===== config.mk =====
export PLATFORM = sky130hd
export DESIGN_NAME = linear_battery_charge_tracker
export DESIGN_NICKNAME = d
export VERILOG_FILES = /design/src/rtl/lbct_pkg.sv /design/src/rtl/linear_battery_charge_tracker.sv /design/src/rtl/lbct_div.sv /design/src/rtl/lbct_dp.sv /design/src/rtl/lbct_ctrl.sv
export SDC_FILE = /design/constraint.sdc
export NUM_CORES = 2
export LEC_CHECK = 0
export ABC_AREA = 1
export BUFFER_PORTS_ARGS = -buffer_cell sky130_fd_sc_hd__buf_2
export CELL_PAD_IN_SITES_DETAIL_PLACEMENT = 0
export CELL_PAD_IN_SITES_GLOBAL_PLACEMENT = 1
export CORE_MARGIN = 2
export CORE_UTILIZATION = 44
export DETAILED_ROUTE_END_ITERATION = 7
export GPL_ROUTABILITY_DRIVEN = 0
export MAX_ROUTING_LAYER = met4
export PLACE_DENSITY = 0.72
export RECOVER_POWER = 25
export SLEW_MARGIN = 0
export SYNTH_ARGS = -nofsm -noshare
export SYNTH_HDL_FRONTEND = slang
export SYNTH_HIERARCHICAL = 1
export SYNTH_SLANG_ARGS = --single-unit
export TNS_END_PERCENT = 10

===== constraint.sdc =====
create_clock -name clock -period 12.25 [get_ports clock]
set_input_delay 1.225 -clock clock [delete_from_list [all_inputs] [get_ports clock]]
set_output_delay 1.225 -clock clock [all_outputs]
set_load 0.005 [all_outputs]

===== src/rtl/lbct_pkg.sv =====
package lbct_pkg;

   localparam int DataWidth = 32;
   localparam int FracBits  = 16;
   localparam int NumWidth  = 56;   // widest dividend: 40-bit sum magnitude << FracBits

   // datapath commands issued by the controller
   typedef enum logic [3:0] {
      DP_NOP,
      DP_REINIT,
      DP_ACC,
      DP_LAST,
      DP_DIV_CUR,
      DP_MUL_K,
      DP_SMOOTH,
      DP_MUL_DQ,
      DP_QRAW,
      DP_DIV_RAT,
      DP_MUL_E1,
      DP_ACC1,
      DP_MUL_R,
      DP_ACC2,
      DP_DIV_FRAC,
      DP_OUT
   } dp_op_type;

   typedef struct packed {
      logic div_done;
      logic bus_dead;
   } dp_status_type;

endpackage


===== src/rtl/linear_battery_charge_tracker.sv =====
// channel   dir  handshake            payload
// req       in   req_valid/req_ready  req_cmd, req_bus_voltage, req_load_power, req_last_load
// rsp       out  rsp_valid/rsp_ready  rsp_terminal_voltage, rsp_charge, rsp_charge_fraction,
//                                     rsp_empty_res, rsp_bus_dead
// csr       in   csr_valid/csr_ready  csr_index, csr_data
//
// A load or reinit word is applied as it is taken. A last load on a live bus runs three
// passes of the shared radix-2 divider (start, a shift per dividend bit, saturate, done)
// plus the multiply/accumulate steps; on a dead one it runs only the fraction pass.
// Reset is synchronous; charge reloads to the reset initial charge.
// A finished word waits in the output register; new words are taken while it waits,
// but the next result holds in the datapath, with the input stalled, until it frees.
module linear_battery_charge_tracker (
   input  logic               clock,
   input  logic               reset,
   input  logic               req_valid,
   output logic               req_ready,
   input  logic               req_cmd,
   input  logic signed [31:0] req_bus_voltage,
   input  logic signed [31:0] req_load_power,
   input  logic               req_last_load,
   output logic               rsp_valid,
   input  logic               rsp_ready,
   output logic signed [31:0] rsp_terminal_voltage,
   output logic [30:0]        rsp_charge,
   output logic [30:0]        rsp_charge_fraction,
   output logic               rsp_empty_res,
   output logic               rsp_bus_dead,
   input  logic               csr_valid,
   output logic               csr_ready,
   input  logic [2:0]         csr_index,
   input  logic [31:0]        csr_data
);
   import lbct_pkg::*;

   dp_op_type     op;
   dp_status_type status;

   assign csr_ready = 1'b1;

   lbct_ctrl u_ctrl (
      .clock         (clock),
      .reset         (reset),
      .req_valid     (req_valid),
      .req_ready     (req_ready),
      .req_cmd       (req_cmd),
      .req_last_load (req_last_load),
      .rsp_valid     (rsp_valid),
      .rsp_ready     (rsp_ready),
      .op            (op),
      .status        (status)
   );

   lbct_dp u_dp (
      .clock                (clock),
      .reset                (reset),
      .csr_valid            (csr_valid),
      .csr_index            (csr_index),
      .csr_data             (csr_data),
      .op                   (op),
      .status               (status),
      .req_bus_voltage      (req_bus_voltage),
      .req_load_power       (req_load_power),
      .rsp_terminal_voltage (rsp_terminal_voltage),
      .rsp_charge           (rsp_charge),
      .rsp_charge_fraction  (rsp_charge_fraction),
      .rsp_empty_res        (rsp_empty_res),
      .rsp_bus_dead         (rsp_bus_dead)
   );

endmodule


===== src/rtl/lbct_div.sv =====
module lbct_div (
   input  logic                                 clock,
   input  logic                                 reset,
   input  logic                                 start,
   input  logic [lbct_pkg::NumWidth-1:0]        num,
   input  logic [lbct_pkg::DataWidth-1:0]       den,
   input  logic                                 neg,
   output logic                                 done,
   output logic signed [lbct_pkg::DataWidth-1:0] quo
);
   import lbct_pkg::*;

   localparam int CntWidth = $clog2(NumWidth);
   localparam logic [CntWidth-1:0] LastCnt = CntWidth'(NumWidth - 1);

   logic [NumWidth-1:0]  num_ff, num_in;
   logic [NumWidth-1:0]  quo_ff, quo_in;
   logic [DataWidth-1:0] rem_ff, rem_in;
   logic [DataWidth-1:0] den_ff;
   logic                 neg_ff;
   logic                 numz_ff;
   logic [CntWidth-1:0]  cnt_ff;
   logic                 busy_ff, fin_ff, done_ff;
   logic signed [DataWidth-1:0] res_ff;

   logic [DataWidth:0]   trial;
   logic                 ge;
   logic [DataWidth-1:0] lim, mag;

   // restoring division, one quotient bit per cycle
   always_comb begin
      trial  = {rem_ff, num_ff[NumWidth-1]};
      ge     = trial >= {1'b0, den_ff};
      rem_in = ge ? DataWidth'(trial - {1'b0, den_ff}) : trial[DataWidth-1:0];
      quo_in = {quo_ff[NumWidth-2:0], ge};
      num_in = {num_ff[NumWidth-2:0], 1'b0};
      lim    = neg_ff ? {1'b1, {(DataWidth-1){1'b0}}} : {1'b0, {(DataWidth-1){1'b1}}};
      mag    = (quo_ff > NumWidth'(lim)) ? lim : quo_ff[DataWidth-1:0];
   end

   always_ff @(posedge clock) begin
      if (reset) begin
         busy_ff <= 1'b0;
         fin_ff  <= 1'b0;
         done_ff <= 1'b0;
         cnt_ff  <= '0;
      end else begin
         done_ff <= 1'b0;
         fin_ff  <= 1'b0;
         if (start) begin
            busy_ff <= 1'b1;
            cnt_ff  <= '0;
         end else if (busy_ff) begin
            cnt_ff <= cnt_ff + 1'b1;
            if (cnt_ff == LastCnt) begin
               busy_ff <= 1'b0;
               fin_ff  <= 1'b1;
            end
         end
         if (fin_ff) begin
            done_ff <= 1'b1;
         end
      end
   end

   always_ff @(posedge clock) begin
      if (start) begin
         num_ff  <= num;
         den_ff  <= den;
         neg_ff  <= neg;
         numz_ff <= (num == '0);
         rem_ff  <= '0;
         quo_ff  <= '0;
      end else if (busy_ff) begin
         num_ff <= num_in;
         rem_ff <= rem_in;
         quo_ff <= quo_in;
      end
      // zero dividend gives zero, even over a zero divisor
      if (fin_ff) begin
         res_ff <= numz_ff ? '0 : (neg_ff ? $signed(-mag) : $signed(mag));
      end
   end

   assign done = done_ff;
   assign quo  = res_ff;

endmodule


===== src/rtl/lbct_dp.sv =====
module lbct_dp (
   input  logic                    clock,
   input  logic                    reset,
   input  logic                    csr_valid,
   input  logic [2:0]              csr_index,
   input  logic [31:0]             csr_data,
   input  lbct_pkg::dp_op_type     op,
   output lbct_pkg::dp_status_type status,
   input  logic signed [31:0]      req_bus_voltage,
   input  logic signed [31:0]      req_load_power,
   output logic signed [31:0]      rsp_terminal_voltage,
   output logic [30:0]             rsp_charge,
   output logic [30:0]             rsp_charge_fraction,
   output logic                    rsp_empty_res,
   output logic                    rsp_bus_dead
);
   import lbct_pkg::*;

   localparam logic [2:0] RegOcvConst  = 3'd0;
   localparam logic [2:0] RegOcvLinear = 3'd1;
   localparam logic [2:0] RegCapacity  = 3'd2;
   localparam logic [2:0] RegResist    = 3'd3;
   localparam logic [2:0] RegSmooth    = 3'd4;
   localparam logic [2:0] RegStep      = 3'd5;
   localparam logic [2:0] RegInitChg   = 3'd6;
   localparam logic [31:0] DeadMag     = 32'(((1 << FracBits) + 999) / 1000);

   function automatic logic signed [31:0] sat32(input logic signed [33:0] v);
      if (v > 34'sh0_7FFF_FFFF)       return 32'sh7FFF_FFFF;
      else if (v < -34'sh0_8000_0000) return 32'sh8000_0000;
      else                            return v[31:0];
   endfunction

   // configuration
   logic signed [31:0] ocv_c_ff, ocv_l_ff;
   logic [30:0]        cap_ff, res_ff, ic_ff;
   logic [16:0]        k_ff;
   logic [31:0]        step_ff;

   // model state
   logic signed [39:0] psum_ff;
   logic signed [31:0] cur_ff;
   logic [30:0]        chg_ff;

   // step working registers
   logic signed [39:0] num_ff;
   logic signed [31:0] volt_ff;
   logic               dead_ff;
   logic [63:0]        prod_ff;
   logic               pneg_ff, psh32_ff;
   logic signed [33:0] qraw_ff, eacc_ff;
   logic signed [31:0] et_ff;
   logic               empty_ff;

   logic signed [31:0] rsp_tv_ff;
   logic [30:0]        rsp_chg_ff, rsp_frac_ff;
   logic               rsp_empty_ff, rsp_dead_ff;

   logic signed [40:0] sum_wide;
   logic signed [39:0] sum_in;
   logic [31:0]        vmag;
   logic signed [33:0] ma, mb;
   logic [33:0]        ma_abs, mb_abs;
   logic [47:0]        shifted;
   logic [31:0]        mlim, mmag;
   logic signed [31:0] msh;
   logic signed [33:0] et_diff;

   logic                div_start, div_done, div_neg;
   logic [NumWidth-1:0] div_num;
   logic [31:0]         div_den;
   logic signed [31:0]  div_quo;
   logic [39:0]         nmag;
   logic [33:0]         qmag;

   lbct_div u_div (
      .clock (clock),
      .reset (reset),
      .start (div_start),
      .num   (div_num),
      .den   (div_den),
      .neg   (div_neg),
      .done  (div_done),
      .quo   (div_quo)
   );

   always_comb begin
      sum_wide = 41'(psum_ff) + 41'(req_load_power);
      if (sum_wide > 41'sh0_7F_FFFF_FFFF)       sum_in = 40'sh7F_FFFF_FFFF;
      else if (sum_wide < -41'sh0_80_0000_0000) sum_in = 40'sh80_0000_0000;
      else                                      sum_in = sum_wide[39:0];
      vmag = volt_ff[31] ? 32'(-volt_ff) : 32'(volt_ff);

      // multiplier operand select
      case (op)
         DP_MUL_K: begin
            ma = $signed({17'b0, k_ff});
            mb = 34'(div_quo) - 34'(cur_ff);
         end
         DP_MUL_DQ: begin
            ma = 34'(cur_ff);
            mb = $signed({2'b0, step_ff});
         end
         DP_MUL_E1: begin
            ma = 34'(ocv_l_ff);
            mb = (34'sd1 <<< FracBits) - 34'(div_quo);
         end
         default: begin
            ma = $signed({3'b0, res_ff});
            mb = 34'(cur_ff);
         end
      endcase
      ma_abs = ma[33] ? 34'(-ma) : 34'(ma);
      mb_abs = mb[33] ? 34'(-mb) : 34'(mb);

      // truncate toward zero, saturate
      shifted = psh32_ff ? {16'b0, prod_ff[63:32]} : prod_ff[63:16];
      mlim    = pneg_ff ? 32'h8000_0000 : 32'h7FFF_FFFF;
      mmag    = (shifted > 48'(mlim)) ? mlim : shifted[31:0];
      msh     = pneg_ff ? $signed(-mmag) : $signed(mmag);
      et_diff = eacc_ff - 34'(msh);

      // divider operand select
      nmag = num_ff[39] ? 40'(-num_ff) : 40'(num_ff);
      qmag = qraw_ff[33] ? 34'(-qraw_ff) : 34'(qraw_ff);
      case (op)
         DP_DIV_CUR: begin
            div_num = NumWidth'(nmag) << FracBits;
            div_den = vmag;
            div_neg = num_ff[39] ^ volt_ff[31];
         end
         DP_DIV_RAT: begin
            div_num = NumWidth'(qmag) << FracBits;
            div_den = {1'b0, cap_ff};
            div_neg = qraw_ff[33];
         end
         default: begin
            div_num = NumWidth'(chg_ff) << FracBits;
            div_den = {1'b0, ic_ff};
            div_neg = 1'b0;
         end
      endcase
      div_start = (op == DP_DIV_CUR) || (op == DP_DIV_RAT) || (op == DP_DIV_FRAC);
   end

   always_ff @(posedge clock) begin
      if (reset) begin
         ocv_c_ff <= '0;
         ocv_l_ff <= '0;
         cap_ff   <= 31'd65536;
         res_ff   <= '0;
         k_ff     <= '0;
         step_ff  <= '0;
         ic_ff    <= 31'd65536;
         psum_ff  <= '0;
         cur_ff   <= '0;
         chg_ff   <= 31'd65536;
      end else begin
         if (csr_valid) begin
            unique case (csr_index)
               RegOcvConst:  ocv_c_ff <= csr_data;
               RegOcvLinear: ocv_l_ff <= csr_data;
               RegCapacity:  cap_ff   <= csr_data[30:0];
               RegResist:    res_ff   <= csr_data[30:0];
               RegSmooth:    k_ff     <= csr_data[16:0];
               RegStep:      step_ff  <= csr_data;
               RegInitChg:   ic_ff    <= csr_data[30:0];
               default: ;
            endcase
         end
         case (op)
            DP_REINIT: begin
               psum_ff <= '0;
               cur_ff  <= '0;
               chg_ff  <= ic_ff;
            end
            DP_ACC:    psum_ff <= sum_in;
            DP_LAST:   psum_ff <= '0;
            DP_SMOOTH: cur_ff  <= sat32(34'(cur_ff) + 34'(msh));
            DP_ACC2: begin
               if (qraw_ff <= 34'sd0)             chg_ff <= '0;
               else if (qraw_ff >= 34'(cap_ff))   chg_ff <= cap_ff;
               else                               chg_ff <= qraw_ff[30:0];
            end
            default: ;
         endcase
      end
   end

   always_ff @(posedge clock) begin
      case (op)
         DP_LAST: begin
            num_ff   <= sum_in;
            volt_ff  <= req_bus_voltage;
            dead_ff  <= ((req_bus_voltage[31] ? 32'(-req_bus_voltage)
                                               : 32'(req_bus_voltage)) < DeadMag);
            et_ff    <= '0;
            empty_ff <= 1'b0;
         end
         DP_MUL_K, DP_MUL_DQ, DP_MUL_E1, DP_MUL_R: begin
            prod_ff  <= ma_abs[31:0] * mb_abs[31:0];
            pneg_ff  <= ma[33] ^ mb[33];
            psh32_ff <= (op == DP_MUL_DQ);
         end
         DP_QRAW: qraw_ff <= $signed({3'b0, chg_ff}) - 34'(msh);
         DP_ACC1: eacc_ff <= 34'(ocv_c_ff) + 34'(msh);
         DP_ACC2: begin
            et_ff    <= sat32(et_diff);
            empty_ff <= (qraw_ff <= 34'sd0);
         end
         DP_OUT: begin
            rsp_tv_ff    <= et_ff;
            rsp_chg_ff   <= chg_ff;
            rsp_frac_ff  <= div_quo[30:0];
            rsp_empty_ff <= empty_ff;
            rsp_dead_ff  <= dead_ff;
         end
         default: ;
      endcase
   end

   assign status.div_done = div_done;
   assign status.bus_dead = dead_ff;

   assign rsp_terminal_voltage = rsp_tv_ff;
   assign rsp_charge           = rsp_chg_ff;
   assign rsp_charge_fraction  = rsp_frac_ff;
   assign rsp_empty_res        = rsp_empty_ff;
   assign rsp_bus_dead         = rsp_dead_ff;

endmodule


===== src/rtl/lbct_ctrl.sv =====
module lbct_ctrl (
   input  logic                    clock,
   input  logic                    reset,
   input  logic                    req_valid,
   output logic                    req_ready,
   input  logic                    req_cmd,
   input  logic                    req_last_load,
   output logic                    rsp_valid,
   input  logic                    rsp_ready,
   output lbct_pkg::dp_op_type     op,
   input  lbct_pkg::dp_status_type status
);
   import lbct_pkg::*;

   typedef enum logic [3:0] {
      ST_IDLE, ST_CHECK, ST_CUR_GO, ST_CUR_WAIT, ST_K_MUL, ST_SMOOTH,
      ST_DQ_MUL, ST_QRAW, ST_RAT_GO, ST_RAT_WAIT, ST_E1_MUL, ST_ACC1,
      ST_R_MUL, ST_ACC2, ST_FRAC_GO, ST_FRAC_WAIT
   } state_type;

   state_type state_ff;
   logic      rsp_valid_ff;
   logic      out_pending_ff;
   logic      out_load;

   // out_pending_ff: fraction done, word waits for the output register
   assign out_load = out_pending_ff && (!rsp_valid_ff || rsp_ready);

   always_comb begin
      op = DP_NOP;
      if (out_load) begin
         op = DP_OUT;
      end else begin
         unique case (state_ff)
            ST_IDLE: begin
               if (req_valid && !out_pending_ff) begin
                  if (req_cmd)            op = DP_REINIT;
                  else if (req_last_load) op = DP_LAST;
                  else                    op = DP_ACC;
               end
            end
            ST_CUR_GO:  op = DP_DIV_CUR;
            ST_K_MUL:   op = DP_MUL_K;
            ST_SMOOTH:  op = DP_SMOOTH;
            ST_DQ_MUL:  op = DP_MUL_DQ;
            ST_QRAW:    op = DP_QRAW;
            ST_RAT_GO:  op = DP_DIV_RAT;
            ST_E1_MUL:  op = DP_MUL_E1;
            ST_ACC1:    op = DP_ACC1;
            ST_R_MUL:   op = DP_MUL_R;
            ST_ACC2:    op = DP_ACC2;
            ST_FRAC_GO: op = DP_DIV_FRAC;
            default:    op = DP_NOP;
         endcase
      end
   end

   always_ff @(posedge clock) begin
      if (reset) begin
         state_ff       <= ST_IDLE;
         rsp_valid_ff   <= 1'b0;
         out_pending_ff <= 1'b0;
      end else begin
         if (out_load) begin
            rsp_valid_ff   <= 1'b1;
            out_pending_ff <= 1'b0;
         end else if (rsp_valid_ff && rsp_ready) begin
            rsp_valid_ff <= 1'b0;
         end
         unique case (state_ff)
            ST_IDLE: begin
               if (req_valid && !out_pending_ff && !req_cmd && req_last_load)
                  state_ff <= ST_CHECK;
            end
            ST_CHECK:    state_ff <= status.bus_dead ? ST_FRAC_GO : ST_CUR_GO;
            ST_CUR_GO:   state_ff <= ST_CUR_WAIT;
            ST_CUR_WAIT: if (status.div_done) state_ff <= ST_K_MUL;
            ST_K_MUL:    state_ff <= ST_SMOOTH;
            ST_SMOOTH:   state_ff <= ST_DQ_MUL;
            ST_DQ_MUL:   state_ff <= ST_QRAW;
            ST_QRAW:     state_ff <= ST_RAT_GO;
            ST_RAT_GO:   state_ff <= ST_RAT_WAIT;
            ST_RAT_WAIT: if (status.div_done) state_ff <= ST_E1_MUL;
            ST_E1_MUL:   state_ff <= ST_ACC1;
            ST_ACC1:     state_ff <= ST_R_MUL;
            ST_R_MUL:    state_ff <= ST_ACC2;
            ST_ACC2:     state_ff <= ST_FRAC_GO;
            ST_FRAC_GO:  state_ff <= ST_FRAC_WAIT;
            ST_FRAC_WAIT: begin
               if (status.div_done) begin
                  out_pending_ff <= 1'b1;
                  state_ff       <= ST_IDLE;
               end
            end
            default:     state_ff <= ST_IDLE;
         endcase
      end
   end

   assign req_ready = (state_ff == ST_IDLE) && !out_pending_ff;
   assign rsp_valid = rsp_valid_ff;

endmodule


==> After elaboration in Yosys (flattened, before gate mapping) <==
Index checks and enable logic that the tools add are counted.
{ "op_classes": {"addsub": 17, "n_mul": 1, "n_lt_le_gt_ge": 12, "eq_ne": 41, "muxes": 55, "bitwise": 3, "reduce_logical": 33} }
{ "op_table": {"columns": ["cell", "count"], "rows": [
  ["32-bit two-way mux", 15],
  ["34-bit one-hot mux with 3 select lines", 2],
  ["32-bit negation", 6],
  ["32-bit one-hot mux with 2 select lines", 3],
  ["40-bit two-way mux", 3],
  ["56-bit two-way mux", 2],
  ["56-bit one-hot mux with 2 select lines", 1],
  ["40-bit one-hot mux with 2 select lines", 1],
  ["34-bit by 32-bit greater-than comparator with 1-bit output, second input constant", 2],
  ["34-bit by 32-bit < comparator with 1-bit output, second input constant", 2],
  ["32-bit by 32-bit adder with 33-bit output", 2],
  ["32-bit by 32-bit subtractor with 33-bit output", 2],
  ["4-bit equality test, second input constant", 16],
  ["32-bit by 32-bit multiplier with 64-bit output", 1],
  ["4-bit one-hot mux with 16 select lines", 1],
  ["31-bit two-way mux", 2],
  ["31-bit one-hot mux with 2 select lines", 1],
  ["56-bit by 32-bit greater-than comparator with 1-bit output", 1],
  ["56-bit logical NOT", 1],
  ["48-bit by 32-bit greater-than comparator with 1-bit output", 1],
  ["48-bit two-way mux", 1],
  ["4-bit one-hot mux with 12 select lines", 1],
  ["40-bit by 32-bit adder with 41-bit output", 1],
  ["41-bit by 40-bit greater-than comparator with 1-bit output, second input constant", 1],
  ["36 further kinds", 93]
]} }
{ "word_totals": {"ff_bits": 870, "out_inout_bits": 99, "elab_cells": 201} }

==> Depth between registers and ports, before layout <==
{ "depth": {"ltp_word": 10, "ltp_mapped": 54, "depth_no_buf": 53} }

==> By module <==
Netlist, hierarchy kept.
{ "modules_own_cells": {"columns": ["module", "instances", "cells_per_inst", "area_per_inst_um2", "seq_area_each_um2"], "rows": [
  ["lbct_dp", 1, 10058, 76716.1, 15735.1],
  ["lbct_div", 1, 1515, 12146.6, 5605.4],
  ["lbct_ctrl", 1, 78, 483.0, 120.1],
  ["linear_battery_charge_tracker", 1, 2, 11.3, 0.0]
]} }

==> Worst setup path before layout <==
Ideal clock, no wire load.
{ "synth_path": {"path_type": "input to register", "from": "in req_cmd", "to": "reg u_dp.prod_ff[59] (data pin)", "setup_ns": 0.252, "arrival_time_ns": 10.334, "slack_ns": 1.664, "path_stages": 44, "n_path_buf": 2, "path_cell_list": "inv_1 > nand3_1 > o2111ai_1 > inv_1 > nor2_1 > nand2_2 > o21ai_4 > inv_4 > a21oi_1 > clkbuf_1 > ha_1 > inv_1 > nor2_2 > inv_1 > nor3_2 > nand3_1 > nand2_1 > nand2_1 > (+8 left out) > inv_1 > fa_1 > fa_1 > fa_1 > fa_1 > inv_1 > fa_1 > inv_1 > ha_1 > a21oi_1 > o21ai_0 > a21o_1 > a21boi_0 > nor2_1 > a2111oi_0 > nand2_1 > nand2_1 > nand2_1"} }
{ "synth_between": {"elab_chain_cells": 9, "word_cells_on_any_way": 14} }
{ "synth_rtl": {"columns": ["element", "line", "source"], "rows": [
  ["start: declaration", "linear_battery_charge_tracker.sv:18", "input logic req_cmd,"],
  ["4-bit two-way mux *", "lbct_ctrl.sv:37", "if (req_cmd) op = DP_REINIT;"],
  ["4-bit two-way mux *", "lbct_ctrl.sv:36", "if (req_valid && !out_pending_ff) begin"],
  ["4-bit one-hot mux with 12 select lines *", "lbct_ctrl.sv:34", "unique case (state_ff)"],
  ["4-bit two-way mux *", "lbct_ctrl.sv:31", "if (out_load) begin"],
  ["via op[1]", "linear_battery_charge_tracker.sv:36", "dp_op_type op;"],
  ["4-bit equality test or 4-bit by 3-bit equality test with 1-bit output (tied branches)", "lbct_dp.sv:95", "case (op)"],
  ["34-bit one-hot mux with 3 select lines", "lbct_dp.sv:95", null],
  ["32-bit negation, on equally long branches", "lbct_dp.sv:113, lbct_dp.sv:114", null],
  ["32-bit two-way mux, on equally long branches", "lbct_dp.sv:113, lbct_dp.sv:114", null],
  ["32-bit by 32-bit multiplier with 64-bit output *", "lbct_dp.sv:201", "prod_ff <= ma_abs[31:0] * mb_abs[31:0];"],
  ["end signal: assignment", "lbct_dp.sv:201", null],
  ["end: declaration", "lbct_dp.sv:49", "logic [63:0] prod_ff;"]
]} }
The timed path passes the listed nets; every way through them passes the cells marked *.
A chain may end at the register's enable or synchronous reset.

==> Worst setup path after layout <==
{ "layout_path": {"from": "reg u_ctrl.state_ff[2]", "to": "reg u_dp.prod_ff[40] (data pin)"} }
{ "layout_between": {"elab_chain_cells": 8, "word_cells_on_any_way": 24} }
{ "layout_rtl": {"columns": ["element", "line", "source"], "rows": [
  ["start: declaration", "lbct_ctrl.sv:21", "state_type state_ff;"],
  ["start signal: assignment", "lbct_ctrl.sv:75", "ST_CHECK: state_ff <= status.bus_dead ? ST_FRAC_GO : ST_CUR_GO;"],
  ["4-bit equality test, or another cell as far along", "lbct_ctrl.sv:34", null],
  ["4-bit one-hot mux with 12 select lines *", "lbct_ctrl.sv:34", null],
  ["4-bit two-way mux *", "lbct_ctrl.sv:31", null],
  ["via op[3]", "linear_battery_charge_tracker.sv:36", null],
  ["4-bit equality test or 4-bit by 3-bit equality test with 1-bit output (tied branches)", "lbct_dp.sv:95", null],
  ["34-bit one-hot mux with 3 select lines", "lbct_dp.sv:95", null],
  ["32-bit negation, on equally long branches", "lbct_dp.sv:113, lbct_dp.sv:114", null],
  ["32-bit two-way mux, on equally long branches", "lbct_dp.sv:113, lbct_dp.sv:114", null],
  ["32-bit by 32-bit multiplier with 64-bit output *", "lbct_dp.sv:201", null]
]} }
Marks and branches as above.

==> flow_summary.yaml <==
timing:
  drv_slew: 226
  finalHoldViolCount: 0
  clock_skew_ns: 0.0896
  finalSetupViolCount: 0
  worstMarginPinSlew_ns: 4.19
  layout_setup_ws_ns: 0.543
  rsz0062_at_grt: "false"
  final.min_clock_period_ns: 11.71
  clock.fmax_mhz: 85.4
  maxSlewHeadroom_pct: -179
  finalCritPeriodShare_pct: 95.6
floorplan:
  rows: 165
  ios: 205
  initial_core_util_pct: 44.2
  core_area_mm2: 0.202
  die_x_um: 455
  die_area_mm2: 0.207
  dieHeight_um: 455
setup_path:
  cp.arrival_ns: 12.18
  start_kind: "register"
  cpLargestDelayFamily: "adder cells"
  end_kind: "register"
  crit_slowest_cell: "fa_1"
  crit_path_frequent_cell: "inv_1"
  critical_path_class: "register to register"
  critPathBufInv: 16
  required_ns: 12.72
  path_max_fanout: 24
  cpPeakStageDelay_ns: 0.70
synth:
  synth_ff_type: "edfxtp_1"
  yosys.area.top_type: "fa_1"
  synth_edf_count: 440
  netlist.area_leader.share_pct: 20.2
  yosysUniqueCellTypes: 83
  syn_inst: 11700
  async_flop_share_pct: 0
  synth_area_per_cell_um2: 7.67
  synth_area_leaders: "fa_1, edfxtp_1, nand2_1"
  synth-warning-count: 6
  synth_seq_cells: 852
  seq_area_frac_synth_pct: 24.0
  syn-cell-area_mm2: 0.0894
cells_and_area:
  design_area_mm2: 0.0979
  final_cell_mix: "nand2_1, inv_1, nor2_1, fa_1, a21oi_1"
  layout_commonest_cell: "nand2_1"
  post-route-util_pct: 48.4
  area_growth_pct: 9.55
  n_fill_cell: 20100
  finalNonFillerCells: 14600
  layout-drive-gt1-share_pct: 6.62
  final_nets: 13500
outcome:
  violations: "max-capacitance violations, max-slew violations"
  status: "finished with violations"
global_route:
  grt_pass1_wl_mm: 510
  overflow: 0
  grt_max_degree: 113
  antenna_found_initial: 17
  grt_usage_pct: 34.0
  grt_pass1_vias: 78800
placement:
  placed_cell_area_mm2: 0.0945
  hpwl_mm: 278
  dp.cells: 14400
  dp_slack_ns: -0.0765
  port_buffers: 203
clocking:
  cts_max_path_buffers: 3
  cts_hold_buf: 0
  clock_latency_ns: 0.77
  cts_max_level: 3
  clkSinkCount: 852
  root_buffer: "clkbuf_16"
  clk_pin_slew_ns: 0.06
  cts_tree: "done"
  cts_buffers: 98
pwr:
  ir_worst_vdd_mv: 0.258
  p_sw_share_pct: 56.0
  leakage_nw: 46.3
  internal_power_mw: 11.1
  combPwrFrac_pct: 69.9
  p_per_area_mw_per_mm2: 257
  clockPowerShare_pct: 12.5
  pwr-share-seq_pct: 17.7
  power_switching_mw: 14.1
drt:
  routed_wl_mm: 344
  vias: 82200
  drtAntennaViolNets: 0
  wire_per_inst_um: 23.5
  via_per_inst: 5.62
  drc_errors: 0
  firstDrtPassIters: 6
  drt_iter0_drc: 9532
job:
  cap_violations: 4
min_path:
  min_path_type: "register to register"
[what timing repair did]
action                                  in CTS  in global routing
endpoints found under the setup margin       0                  7
buffers inserted                             0                  1
resized for setup                            0                  4
[synthesized netlist by cell type, drive strengths merged, types with 124 or more instances]
cell / count
nand2: 2298
a21oi: 740
nor3: 124
dfxtp: 412
edfxtp: 440
nor2: 1336
ha: 597
fa: 902
nand3: 513
xor2: 189
buf: 136
o21ai: 723
inv: 2088
clkbuf: 285
[per-stage QoR]
stage	setup TNS [ns]	power, mW	hold slack (ns)
finish	0	25.1	0.411
global route	0	26.7	0.435
CTS	0	24.7	0.414
detailed placement	-0.172	21.5	0.405
global placement	-0.0902	21.3	0.401
floorplan	0	14.9	0.400
[final timing paths]
path	depth (start not counted)	slack (ns)	start	end
setup / recovery	47	0.54	u_ctrl/state_ff[2]$_SDFFE_PP0P_	u_dp/prod_ff[40]$_DFFE_PP_
hold / removal	0	0.41	u_dp/et_ff[18]$_SDFFCE_PN0P_	u_dp/rsp_terminal_voltage[18]$_DFFE_PN_
setup reg to reg	47	0.54	u_ctrl/state_ff[2]$_SDFFE_PP0P_	u_dp/prod_ff[40]$_DFFE_PP_
hold reg to reg	0	0.41	u_dp/et_ff[18]$_SDFFCE_PN0P_	u_dp/rsp_terminal_voltage[18]$_DFFE_PN_
[metal layers]
metal | track usage, % | vias up | wire length (um)
met5 | - | - | 0
met4 | 7.89 | 0 | 9050
met3 | 9.96 | 467 | 43200
met2 | 47.2 | 4225 | 139000
met1 | 48.3 | 39800 | 153000
li1 | - | 37700 | -
[cell families (layout without fill, tap and decap cells)]
kind of cell             after synthesis  in the layout  synth area share [%]
flip-flops                           852            852                  24.0
AO/OA/AOI/OAI                       1985           1985                  12.6
XOR/XNOR                             304            304                  3.05
multiplexers                           5              5                0.0560
AND/OR/NAND/NOR                     4484           4484                  20.8
other                                  2             43               0.00840
adder cells (fa/ha/maj)             1499           1499                  28.6
buffers and inverters               2522           2779                  10.9
[state kept, by name, summed over array words and instances (netlist names), 33 cells and up]
| register | count |
|---|---|
| u_dp/psum_ff | 40 |
| u_dp/eacc_ff | 33 |
| u_dp/u_div/num_ff | 56 |
| u_dp/prod_ff | 48 |
| u_dp/u_div/quo_ff | 56 |
| u_dp/num_ff | 40 |
| u_dp/qraw_ff | 33 |
[power groups by stage]
stage / Combinational [mW] / Clock (mW) / Sequential, mW
final: 17.6 / 3.13 / 4.44
after floorplan: 10.6 / 0 / 4.26
after detailed placement: 17.0 / 0 / 4.47
after global placement: 16.8 / 0 / 4.47
after global routing: 19.0 / 3.30 / 4.47
after CTS: 17.1 / 3.19 / 4.42
[cell type report]
type,instances,area [um2],share of cell area (%)
multi-input cells,8310,58500,59.7
flip-flops and latches,852,21500,21.9
inverters,2101,7890,8.06
well taps,2672,3340,3.42
repair buffers,495,3270,3.34
clock buffers,121,2730,2.78
clock inverters,62,722,0.737
diodes,10,25.0,0.0256
(Power assumes the default switching activity.)
